$ cat config.mk
export PLATFORM = sky130hd
export DESIGN_NAME = cfse_merge
export DESIGN_NICKNAME = d
export VERILOG_FILES = /design/src/hw/rtl/cfse_pkg.sv /design/src/hw/rtl/cfse_merge.sv
export SDC_FILE = /design/constraint.sdc
export NUM_CORES = 1
export LEC_CHECK = 0
export BUFFER_PORTS_ARGS = -buffer_cell sky130_fd_sc_hd__buf_2
export CORE_UTILIZATION = 35
export DETAILED_ROUTE_END_ITERATION = 10
export PLACE_DENSITY = 0.51
export SETUP_SLACK_MARGIN = 0.4
export SLEW_MARGIN = 20
export SYNTH_ARGS = -nofsm -noshare
export SYNTH_HDL_FRONTEND = slang
export SYNTH_SLANG_ARGS = --single-unit
$ cat constraint.sdc
create_clock -name clock -period 20.5 [get_ports clock]
set_input_delay 1.025 -clock clock [delete_from_list [all_inputs] [get_ports clock]]
set_output_delay 1.025 -clock clock [all_outputs]
set_load 0.02 [all_outputs]
$ cat src/hw/rtl/cfse_pkg.sv
// Shared types and constants for the CAN signal fragment extract and scale block.
package cfse_pkg;

   // Fixed sizes of the frame and of one fragment descriptor
   localparam logic [3:0] PAYLOAD_BYTES = 4'd8;
   localparam int         DESC_REGS     = 4;
   localparam int         MAX_BIT_COUNT = 127;
   localparam int         USED_W        = 3;
   localparam int         NUM_STAGES    = 5;

   // Q32.32 constants
   localparam logic [63:0] GAIN_RESET = 64'h0000_0001_0000_0000;
   localparam logic [63:0] Q_MAX      = 64'h7FFF_FFFF_FFFF_FFFF;
   localparam logic [63:0] Q_MIN      = 64'h8000_0000_0000_0000;
   localparam logic [7:0]  BYTE_MASK  = 8'hFF;

   // Configuration register indexes
   typedef enum logic [2:0] {
      REG_FRAG_COUNT = 3'd0,
      REG_DESC0      = 3'd1,
      REG_DESC1      = 3'd2,
      REG_DESC2      = 3'd3,
      REG_DESC3      = 3'd4,
      REG_BYTE_SWAP  = 3'd5,
      REG_GAIN       = 3'd6,
      REG_OFFSET     = 3'd7
   } csr_index_type;

   // Fragment descriptor: bit count [15:9], bit offset [8:3], byte offset [2:0]
   typedef struct packed {
      logic [6:0] width_bits;
      logic [5:0] shift_bits;
      logic [2:0] start_byte;
   } desc_type;

   typedef struct packed {
      logic [63:0] payload;
      logic [3:0]  payload_len;
   } req_type;

   typedef struct packed {
      logic [63:0]        raw_value;
      logic signed [63:0] scaled_value;
      logic [2:0]         fragments_used;
      logic               value_clipped;
   } rsp_type;

   // What one lane found
   typedef struct packed {
      logic        used;
      logic [6:0]  width_bits;
      logic [63:0] value;
   } lane_res_type;

   // Merged raw value ahead of scaling
   typedef struct packed {
      logic [63:0]       raw;
      logic [USED_W-1:0] used;
      logic              clipped;
   } merge_res_type;

   // Stage load enables of the scaling pipeline
   typedef struct packed {
      logic s3;
      logic s4;
      logic s5;
   } scale_en_type;

endpackage

$ cat src/hw/rtl/cfse_merge.sv
// Merging stage: packs lane results, flags lost bits, optional byte reversal.
module cfse_merge import cfse_pkg::*; #(
   parameter int NUM_FRAGMENTS = 4
) (
   input  logic                             clock,
   input  logic                             load,
   input  logic                             byte_swap,
   input  lane_res_type [NUM_FRAGMENTS-1:0] lane_res,
   output merge_res_type                    merge_res
);

   localparam int TotalW = $clog2(NUM_FRAGMENTS * MAX_BIT_COUNT + 1);
   localparam int CountW = $clog2(NUM_FRAGMENTS + 1);

   logic [TotalW-1:0] total;
   logic [CountW-1:0] count;
   logic [127:0]      wide;
   logic [63:0]       packed_raw;
   logic              lost;
   logic [63:0]       clip_raw;
   logic [63:0]       rev;
   logic [6:0]        nb_sum;
   logic [3:0]        nb;
   logic [3:0]        drop;
   merge_res_type     merge_res_in;
   merge_res_type     merge_res_ff;

   // Each used fragment lands above the earlier ones
   always_comb begin
      total      = '0;
      count      = '0;
      packed_raw = '0;
      lost       = 1'b0;
      wide       = '0;
      for (int f = 0; f < NUM_FRAGMENTS; f++) begin
         if (lane_res[f].used) begin
            wide = {64'd0, lane_res[f].value} << total[5:0];
            if (total >= TotalW'(64)) begin
               lost = lost || (lane_res[f].value != 64'd0);
            end else begin
               lost       = lost || (wide[127:64] != 64'd0);
               packed_raw = packed_raw | wide[63:0];
            end
            total = total + TotalW'(lane_res[f].width_bits);
            count = count + CountW'(1);
         end
      end
   end

   assign clip_raw = lost ? {64{1'b1}} : packed_raw;

   // Byte reversal over ceil(total / 8) bytes, at most eight
   always_comb begin
      for (int b = 0; b < 8; b++) begin
         rev[8*b +: 8] = clip_raw[8*(7-b) +: 8] & BYTE_MASK;
      end
   end

   assign nb_sum = {1'b0, total[5:0]} + 7'd7;
   assign nb     = (total >= TotalW'(64)) ? 4'd8 : nb_sum[6:3];
   assign drop   = 4'd8 - nb;

   always_comb begin
      merge_res_in.used    = USED_W'(count);
      merge_res_in.clipped = lost;
      if (byte_swap && (total > TotalW'(8))) begin
         merge_res_in.raw = rev >> {drop[2:0], 3'b000};
      end else begin
         merge_res_in.raw = clip_raw;
      end
   end

   always_ff @(posedge clock) begin
      if (load) begin
         merge_res_ff <= merge_res_in;
      end
   end

   assign merge_res = merge_res_ff;

endmodule

==> reports/qor.tcl, run 1 <==
set qor(cts.hold.buffers_added) 0
set qor(final_cells) 4149
set qor(seq_area_frac_synth) 0.0877
set qor(floorplan.core_area_um2) 65700
set qor(required_ps) 20680
set qor(number_of_buffers_created_by_cts) 9
set qor(largest_register_ff_count) 68
set qor(post_synth_instance_area_um2) 23300
set qor(buffer_ports.inserted) 358
set qor(clockBufferDepth) 2
set qor(timing.critical_path.slowest_stage_cell) {sky130_fd_sc_hd__inv_4}
set qor(power_per_cell_area_nw_per_um2) 79.5
set qor(clock_tree_from_tritoncts) {yes}
set qor(finalSetupViolations) 0
set qor(timing.setup.critical_path_class) {in2reg}
set qor(total_leakage_power_nw) 10.1
set qor(initialDrtViolationCount) 4345
set qor(grt_setup_unrepaired) {false}
set qor(detail_route.first_pass.iterations) 6
set qor(synth.largest_area_cell) {sky130_fd_sc_hd__mux2i_1}
set qor(post_route_cells_drive_above_1_share) 0.208
set qor(via_count) 29600
set qor(worst_ir_drop_vdd_mv) 0.0604
set qor(critical-path-top-delay-family) {buffers and inverters}
set qor(detail_route.wl_per_cell_um) 32.8
set qor(clk_transition_reported_paths_ps) 90
set qor(synth_top_cells_by_area) {sky130_fd_sc_hd__mux2i_1, sky130_fd_sc_hd__edfxtp_1, sky130_fd_sc_hd__mux4_2, sky130_fd_sc_hd__nand2_1, sky130_fd_sc_hd__o21ai_0}
set qor(async_reset_ff_frac) 0
set qor(grt_overflow) 0
set qor(post_cts.resized_instances) 0
set qor(avgSynthCellArea_um2) 7.44
set qor(ctsHtreeMaxLevel) 3
set qor(cpMostUsedCell) {sky130_fd_sc_hd__ha_1}
set qor(maxCapViolations) 0
set qor(timing.critical_path.arrival_ps) 12080
set qor(num_io_pins) 359
set qor(number_of_global_route_vias_before_repair) 27400
set qor(critical_path_source_type) {input pin}
set qor(final_nets) 3595
set qor(drt_drc_violations_left) 0
set qor(synth_enable_flop_cells) 68
set qor(fp-row-count) 94
set qor(grt_max_degree) 76
set qor(drt-vias-per-instance) 7.13
set qor(antenna_left) 0
set qor(synth_warnings) 0
set qor(synthDominantCellAreaShare) 0.166
set qor(netlist_instances) 3132
set qor(syn2layout_area_growth_pct) 10.9
set qor(synth_commonest_cells) {sky130_fd_sc_hd__mux2i_1, sky130_fd_sc_hd__nand2_1, sky130_fd_sc_hd__o21ai_0, sky130_fd_sc_hd__nor2_1, sky130_fd_sc_hd__a21oi_1}
set qor(synth-main-ff-cell) {sky130_fd_sc_hd__edfxtp_1}
set qor(outcome) {finished clean}
set qor(final-hold-violation-count) 0
set qor(chipHeight_um) 260
set qor(gp_routability_congestion) 1.10
set qor(post-route-min-period_ps) 11890
set qor(ctsRootBufferMaster) {sky130_fd_sc_hd__clkbuf_16}
set qor(synth_seq_cells) 68
set qor(final-max-slew-violation-count) 0
set qor(initial_utilization) 0.354
set qor(min_path_type) {in2reg}
set qor(max_freq_mhz) 84.1
set qor(timing.setup.tns_ps) 0
set qor(place.detailed.hpwl_um) 108000
set qor(cp.buffers_inverters) 9
set qor(worst-slew-pin-transition_ps) 1220
set qor(grt_antenna_before_repair) 3
set qor(numClockSinks) 68
set qor(slowest_delay_ps) 720
set qor(total_die_area_um2) 67600
set qor(slew_headroom) 0.180
set qor(grt.total_usage) 0.386
set qor(postSynthNetCount) 3448
set qor(crit_path_max_fanout) 65
set qor(route.final.wire_length_um) 136000
set qor(total_chip_power_mw) 2.05
set qor(postCtsSetupRepairBufs) 0
set qor(timing.final.crit_share) 0.580
set qor(yosysUniqueCellTypes) 100
set qor(first_pass_grt_wire_length_um) 194000
set qor(endpoint_kind) {flip-flop}
set qor(placed_insts) 4132
set qor(dieWidth_um) 260
set qor(post-synth-top-count-cell) {sky130_fd_sc_hd__mux2i_1}
## path summary, 6_finish.rpt
check | to | slack, ps | startpoint | cells after the start
setup / recovery | merge_res[63]$_DFFE_PP_ | 8610 | lane_res[64] | 34
hold / removal | merge_res[3]$_DFFE_PP_ | 1150 | lane_res[287] | 3
## layout by cell type (no fill, tap or decap), types with 13 or more instances in the layout
master                      count
sky130_fd_sc_hd__a2111oi_0     18
sky130_fd_sc_hd__a211o_1       21
sky130_fd_sc_hd__a211oi_1      75
sky130_fd_sc_hd__a21boi_0      17
sky130_fd_sc_hd__a21o_1        27
sky130_fd_sc_hd__a21oi_1      184
sky130_fd_sc_hd__a221oi_1      24
sky130_fd_sc_hd__a22oi_1       43
sky130_fd_sc_hd__a31oi_1       28
sky130_fd_sc_hd__a32oi_1       16
sky130_fd_sc_hd__and2_1        19
sky130_fd_sc_hd__and3_1        58
sky130_fd_sc_hd__buf_2        357
sky130_fd_sc_hd__buf_4         75
sky130_fd_sc_hd__edfxtp_1      68
sky130_fd_sc_hd__ha_1          23
sky130_fd_sc_hd__inv_1         36
sky130_fd_sc_hd__mux2_2        74
sky130_fd_sc_hd__mux2i_1      386
sky130_fd_sc_hd__mux4_2        90
sky130_fd_sc_hd__nand2_1      320
sky130_fd_sc_hd__nand2b_1      13
sky130_fd_sc_hd__nand3_1      185
sky130_fd_sc_hd__nand4_1       37
sky130_fd_sc_hd__nor2_1       188
sky130_fd_sc_hd__nor3_1        76
sky130_fd_sc_hd__nor4_1        64
sky130_fd_sc_hd__o2111ai_1     15
sky130_fd_sc_hd__o211a_1       13
sky130_fd_sc_hd__o211ai_1      84
sky130_fd_sc_hd__o21ai_0      234
sky130_fd_sc_hd__o221ai_1      54
sky130_fd_sc_hd__o22ai_1       40
sky130_fd_sc_hd__o31ai_1       27
sky130_fd_sc_hd__or3_1         17
sky130_fd_sc_hd__xnor2_1       13
## tightest hold or removal path: stages
cell                      delay (ps)
sky130_fd_sc_hd__buf_2           180
sky130_fd_sc_hd__nand2_1          90
sky130_fd_sc_hd__xor2_1           70
## per-layer routing
| metal | global-route usage | wire [µm] | vias to the layer above |
|---|---|---|---|
| li1 | - | - | 12800 |
| met1 | 0.523 | 56100 | 14500 |
| met2 | 0.603 | 60000 | 2043 |
| met3 | 0.0735 | 14100 | 258 |
| met4 | 0.143 | 5870 | 2 |
| met5 | 0 | 13 | - |
## power by group
group	switching (mW)	internal, mW
sequential	0.00888	0.195
clock	0.0773	0.0966
combinational	1.14	0.537
## cells by family (layout without fill, tap and decap cells)
logic type                 Yosys count  after routing  synth area share
muxes                              551            551             0.289
and+or+nand+nor                   1044           1044             0.217
buffers and inverters              346            498            0.0646
xor gates and xnor gates            22             22           0.00860
DFF                                 68             68            0.0877
adders and majority gates           25             25            0.0141
AOI/OAI and AO/OA                 1076           1076             0.319
other                                0              1                 0
## layout make-up
| type | count | area (µm²) |
|---|---|---|
| Inverter | 50 | 191 |
| Tap cell | 864 | 1080 |
| Clock inverter | 7 | 83.8 |
| Multi-Input combinational cell | 2718 | 19800 |
| Antenna cell | 1 | 2.50 |
| Fill cell | 6984 | 39900 |
| Clock buffer | 9 | 225 |
| Timing Repair Buffer | 432 | 2350 |
| Sequential cell | 68 | 2040 |
## metrics by stage
step | cell area (µm²) | utilization | setup WS, ps | hold slack, ps
after floorplan | 23300 | - | 9280 | 1140
after global placement | 25500 | 0.388 | 8580 | 1470
after detailed placement | 25500 | 0.388 | 8380 | 1470
after CTS | 25800 | 0.393 | 8700 | 1140
after global routing | 25800 | 0.393 | 7960 | 1170
final | 25800 | 0.393 | 8610 | 1150
(Power assumes the default switching activity.)
==> run 2: changes to the inputs <==
--- a/config.mk
+++ b/config.mk
@@ -5,10 +5,11 @@
 export SDC_FILE = /design/constraint.sdc
 export NUM_CORES = 1
 export LEC_CHECK = 0
+export ABC_AREA = 1
 export BUFFER_PORTS_ARGS = -buffer_cell sky130_fd_sc_hd__buf_2
 export CORE_UTILIZATION = 35
 export DETAILED_ROUTE_END_ITERATION = 10
-export PLACE_DENSITY = 0.51
+export PLACE_DENSITY = 0.53
 export SETUP_SLACK_MARGIN = 0.4
 export SLEW_MARGIN = 20
 export SYNTH_ARGS = -nofsm -noshare
==> constraint.sdc (replaced) <==
create_clock -name clock -period 9.9 [get_ports clock]
set_input_delay 0.495 -clock clock [delete_from_list [all_inputs] [get_ports clock]]
set_output_delay 0.495 -clock clock [all_outputs]
set_load 0.02 [all_outputs]
==> reports/qor.tcl, run 2 <==
set qor(outcome) {finished clean}
set qor(initialDrtViolationCount) 4380
set qor(synth_seq_cells) 68
set qor(worst_ir_drop_vdd_mv) 0.111
set qor(mostFrequentLayoutCell) {sky130_fd_sc_hd__nand2_1}
set qor(timing.critical_path.slowest_stage_cell) {sky130_fd_sc_hd__buf_4}
set qor(grt_antenna_before_repair) 2
set qor(required_ps) 9980
set qor(synth_commonest_cells) {sky130_fd_sc_hd__nand2_1, sky130_fd_sc_hd__nand3_1, sky130_fd_sc_hd__o21ai_0, sky130_fd_sc_hd__inv_1, sky130_fd_sc_hd__nor2_1}
set qor(grt_overflow) 0
set qor(worst-slew-pin-transition_ps) 1010
set qor(synth_top_cells_by_area) {sky130_fd_sc_hd__nand2_1, sky130_fd_sc_hd__nand3_1, sky130_fd_sc_hd__edfxtp_1, sky130_fd_sc_hd__o21ai_0, sky130_fd_sc_hd__inv_1}
set qor(cts.hold.buffers_added) 0
set qor(endpoint_kind) {flip-flop}
set qor(drt_drc_violations_left) 0
set qor(dieWidth_um) 252
set qor(synthDominantCellAreaShare) 0.355
set qor(syn2layout_area_growth_pct) 10.1
set qor(timing.final.crit_share) 0.823
set qor(post-synth-top-count-cell) {sky130_fd_sc_hd__nand2_1}
set qor(synth_warnings) 0
set qor(total_leakage_power_nw) 12.8
set qor(post_cts.resized_instances) 0
set qor(largest_register_ff_count) 68
set qor(maxCapViolations) 0
set qor(max_freq_mhz) 123
set qor(postCtsSetupRepairBufs) 0
set qor(crit_path_from) {lane_res[71]}
set qor(final_nets) 4967
set qor(post_route_cells_drive_above_1_share) 0.103
set qor(detail_route.wl_per_cell_um) 19.3
set qor(grt_setup_unrepaired) {false}
set qor(num_io_pins) 359
set qor(chipHeight_um) 252
set qor(fp-row-count) 91
set qor(drt-vias-per-instance) 5.62
set qor(synth.largest_area_cell) {sky130_fd_sc_hd__nand2_1}
set qor(netlist_instances) 4558
set qor(seq_area_frac_synth) 0.0931
set qor(timing.setup.critical_path_class) {in2reg}
set qor(numClockSinks) 68
set qor(slew_headroom) 0.325
set qor(clk_transition_reported_paths_ps) 60
set qor(floorplan.core_area_um2) 61800
set qor(first_pass_grt_wire_length_um) 160000
set qor(postSynthNetCount) 4874
set qor(number_of_global_route_vias_before_repair) 27500
set qor(synth_enable_flop_cells) 68
set qor(post_synth_instance_area_um2) 21900
set qor(ctsHtreeMaxLevel) 3
set qor(yosysUniqueCellTypes) 51
set qor(grt.total_usage) 0.320
set qor(cpMostUsedCell) {sky130_fd_sc_hd__buf_4}
set qor(via_count) 30900
set qor(power_per_cell_area_nw_per_um2) 155
set qor(postLayoutCoreUtil) 0.391
set qor(critical_path_source_type) {input pin}
set qor(initial_utilization) 0.355
set qor(top_library_cells_by_usage_in_the_layout_fill_and_taps_aside) {sky130_fd_sc_hd__nand2_1, sky130_fd_sc_hd__nand3_1, sky130_fd_sc_hd__buf_2, sky130_fd_sc_hd__o21ai_0, sky130_fd_sc_hd__inv_1}
set qor(number_of_buffers_created_by_cts) 9
set qor(place.detailed.hpwl_um) 83900
set qor(clockBufferDepth) 2
set qor(nFillCells) 7344
set qor(final-hold-violation-count) 0
set qor(detail_route.first_pass.iterations) 6
set qor(route.final.wire_length_um) 106000
set qor(clock_tree_from_tritoncts) {yes}
set qor(timing.critical_path.arrival_ps) 8220
set qor(timing.setup.tns_ps) 0
set qor(gp_routability_congestion) 1.07
set qor(total_die_area_um2) 63700
set qor(avgSynthCellArea_um2) 4.81
set qor(synth-main-ff-cell) {sky130_fd_sc_hd__edfxtp_1}
set qor(slowest_delay_ps) 600
set qor(async_reset_ff_frac) 0
set qor(buffer_ports.inserted) 358
set qor(post-route-min-period_ps) 8150
set qor(hold_start) {lane_res[287]}
set qor(multi_input_comb_area_um2) 17600
set qor(ctsRootBufferMaster) {sky130_fd_sc_hd__clkbuf_16}
set qor(finalSetupViolations) 0
set qor(crit_path_max_fanout) 74
set qor(antenna_left) 0
set qor(min_path_type) {in2reg}
set qor(grt_max_degree) 128
set qor(final-max-slew-violation-count) 0
set qor(ff_latch_area_um2) 2040
==> run 2: cell types whose count changed in the layout (fill, tap and decap cells not counted), moves of 96 or more <==
cell	previous run	this run
sky130_fd_sc_hd__mux2i_1	386	9
sky130_fd_sc_hd__nand2_1	320	2059
sky130_fd_sc_hd__a21oi_1	184	56
sky130_fd_sc_hd__nand3_1	185	881
sky130_fd_sc_hd__o21ai_0	234	330
sky130_fd_sc_hd__inv_1	36	240
==> run 2: cell families (layout without fill, tap and decap cells) <==
logic type                 count (synthesis)  in the layout  synth area share
muxes                                      9              9           0.00411
buffers and inverters                    581            679             0.110
DFF                                       68             68            0.0931
and+or+nand+nor                         3312           3312             0.631
xor gates and xnor gates                  10             10           0.00434
other                                      0              2                 0
adders and majority gates                 25             25            0.0149
AOI/OAI and AO/OA                        553            553             0.142
==> run 2: worst max-delay path: cells and delay by family <==
family                   cells  cell delay, ps
AO/OA/AOI/OAI                4             960
adder cells (fa/ha/maj)      3            1040
buffers and inverters       11            3760
AND/OR/NAND/NOR             15            1850
==> run 2: routing by layer <==
layer  share of wire  vias to the layer above  global-route usage
met4           0.046                        0               0.135
li1                -                    15200                   -
met2            0.46                     1449               0.521
met3           0.082                      213              0.0375
met5               0                        -                   0
met1            0.41                    14000               0.425
==> run 2: report_power, final <==
group | internal [mW] | total [mW] | switching, mW
combinational | 0.811 | 2.91 | 2.10
clock | 0.244 | 0.365 | 0.121
sequential | 0.434 | 0.467 | 0.0329
total | 1.49 | 3.74 | 2.25
==> run 2: cell type report <==
type | instances | share of cell area
inverters | 251 | 0.0390
well taps | 837 | 0.0434
flip-flops and latches | 68 | 0.0846
diodes | 2 | 0.000207
clock buffers | 10 | 0.00948
clock inverters | 6 | 0.00425
repair buffers | 412 | 0.0910
multi-input cells | 3909 | 0.728
==> run 2: stage by stage <==
step | std cells | hold slack (ps) | worst slack (ps) | power [mW] | instance area, µm²
after CTS | 5493 | 576 | 1940 | 3.68 | 24100
after global routing | 5495 | 609 | 1110 | 4.05 | 24100
after detailed placement | 5477 | 912 | 1610 | 3.30 | 23800
after floorplan | 4558 | 607 | 2260 | 2.46 | 21900
after global placement | 5477 | 910 | 1740 | 3.31 | 23800
final | 5495 | 573 | 1750 | 3.74 | 24100
==> run 2: final timing paths <==
| check | endpoint | slack, ps | cells after the start |
|---|---|---|---|
| setup / recovery | merge_res[10]$_DFFE_PP_ | 1750 | 33 |
| hold / removal | merge_res[2]$_DFFE_PP_ | 570 | 3 |
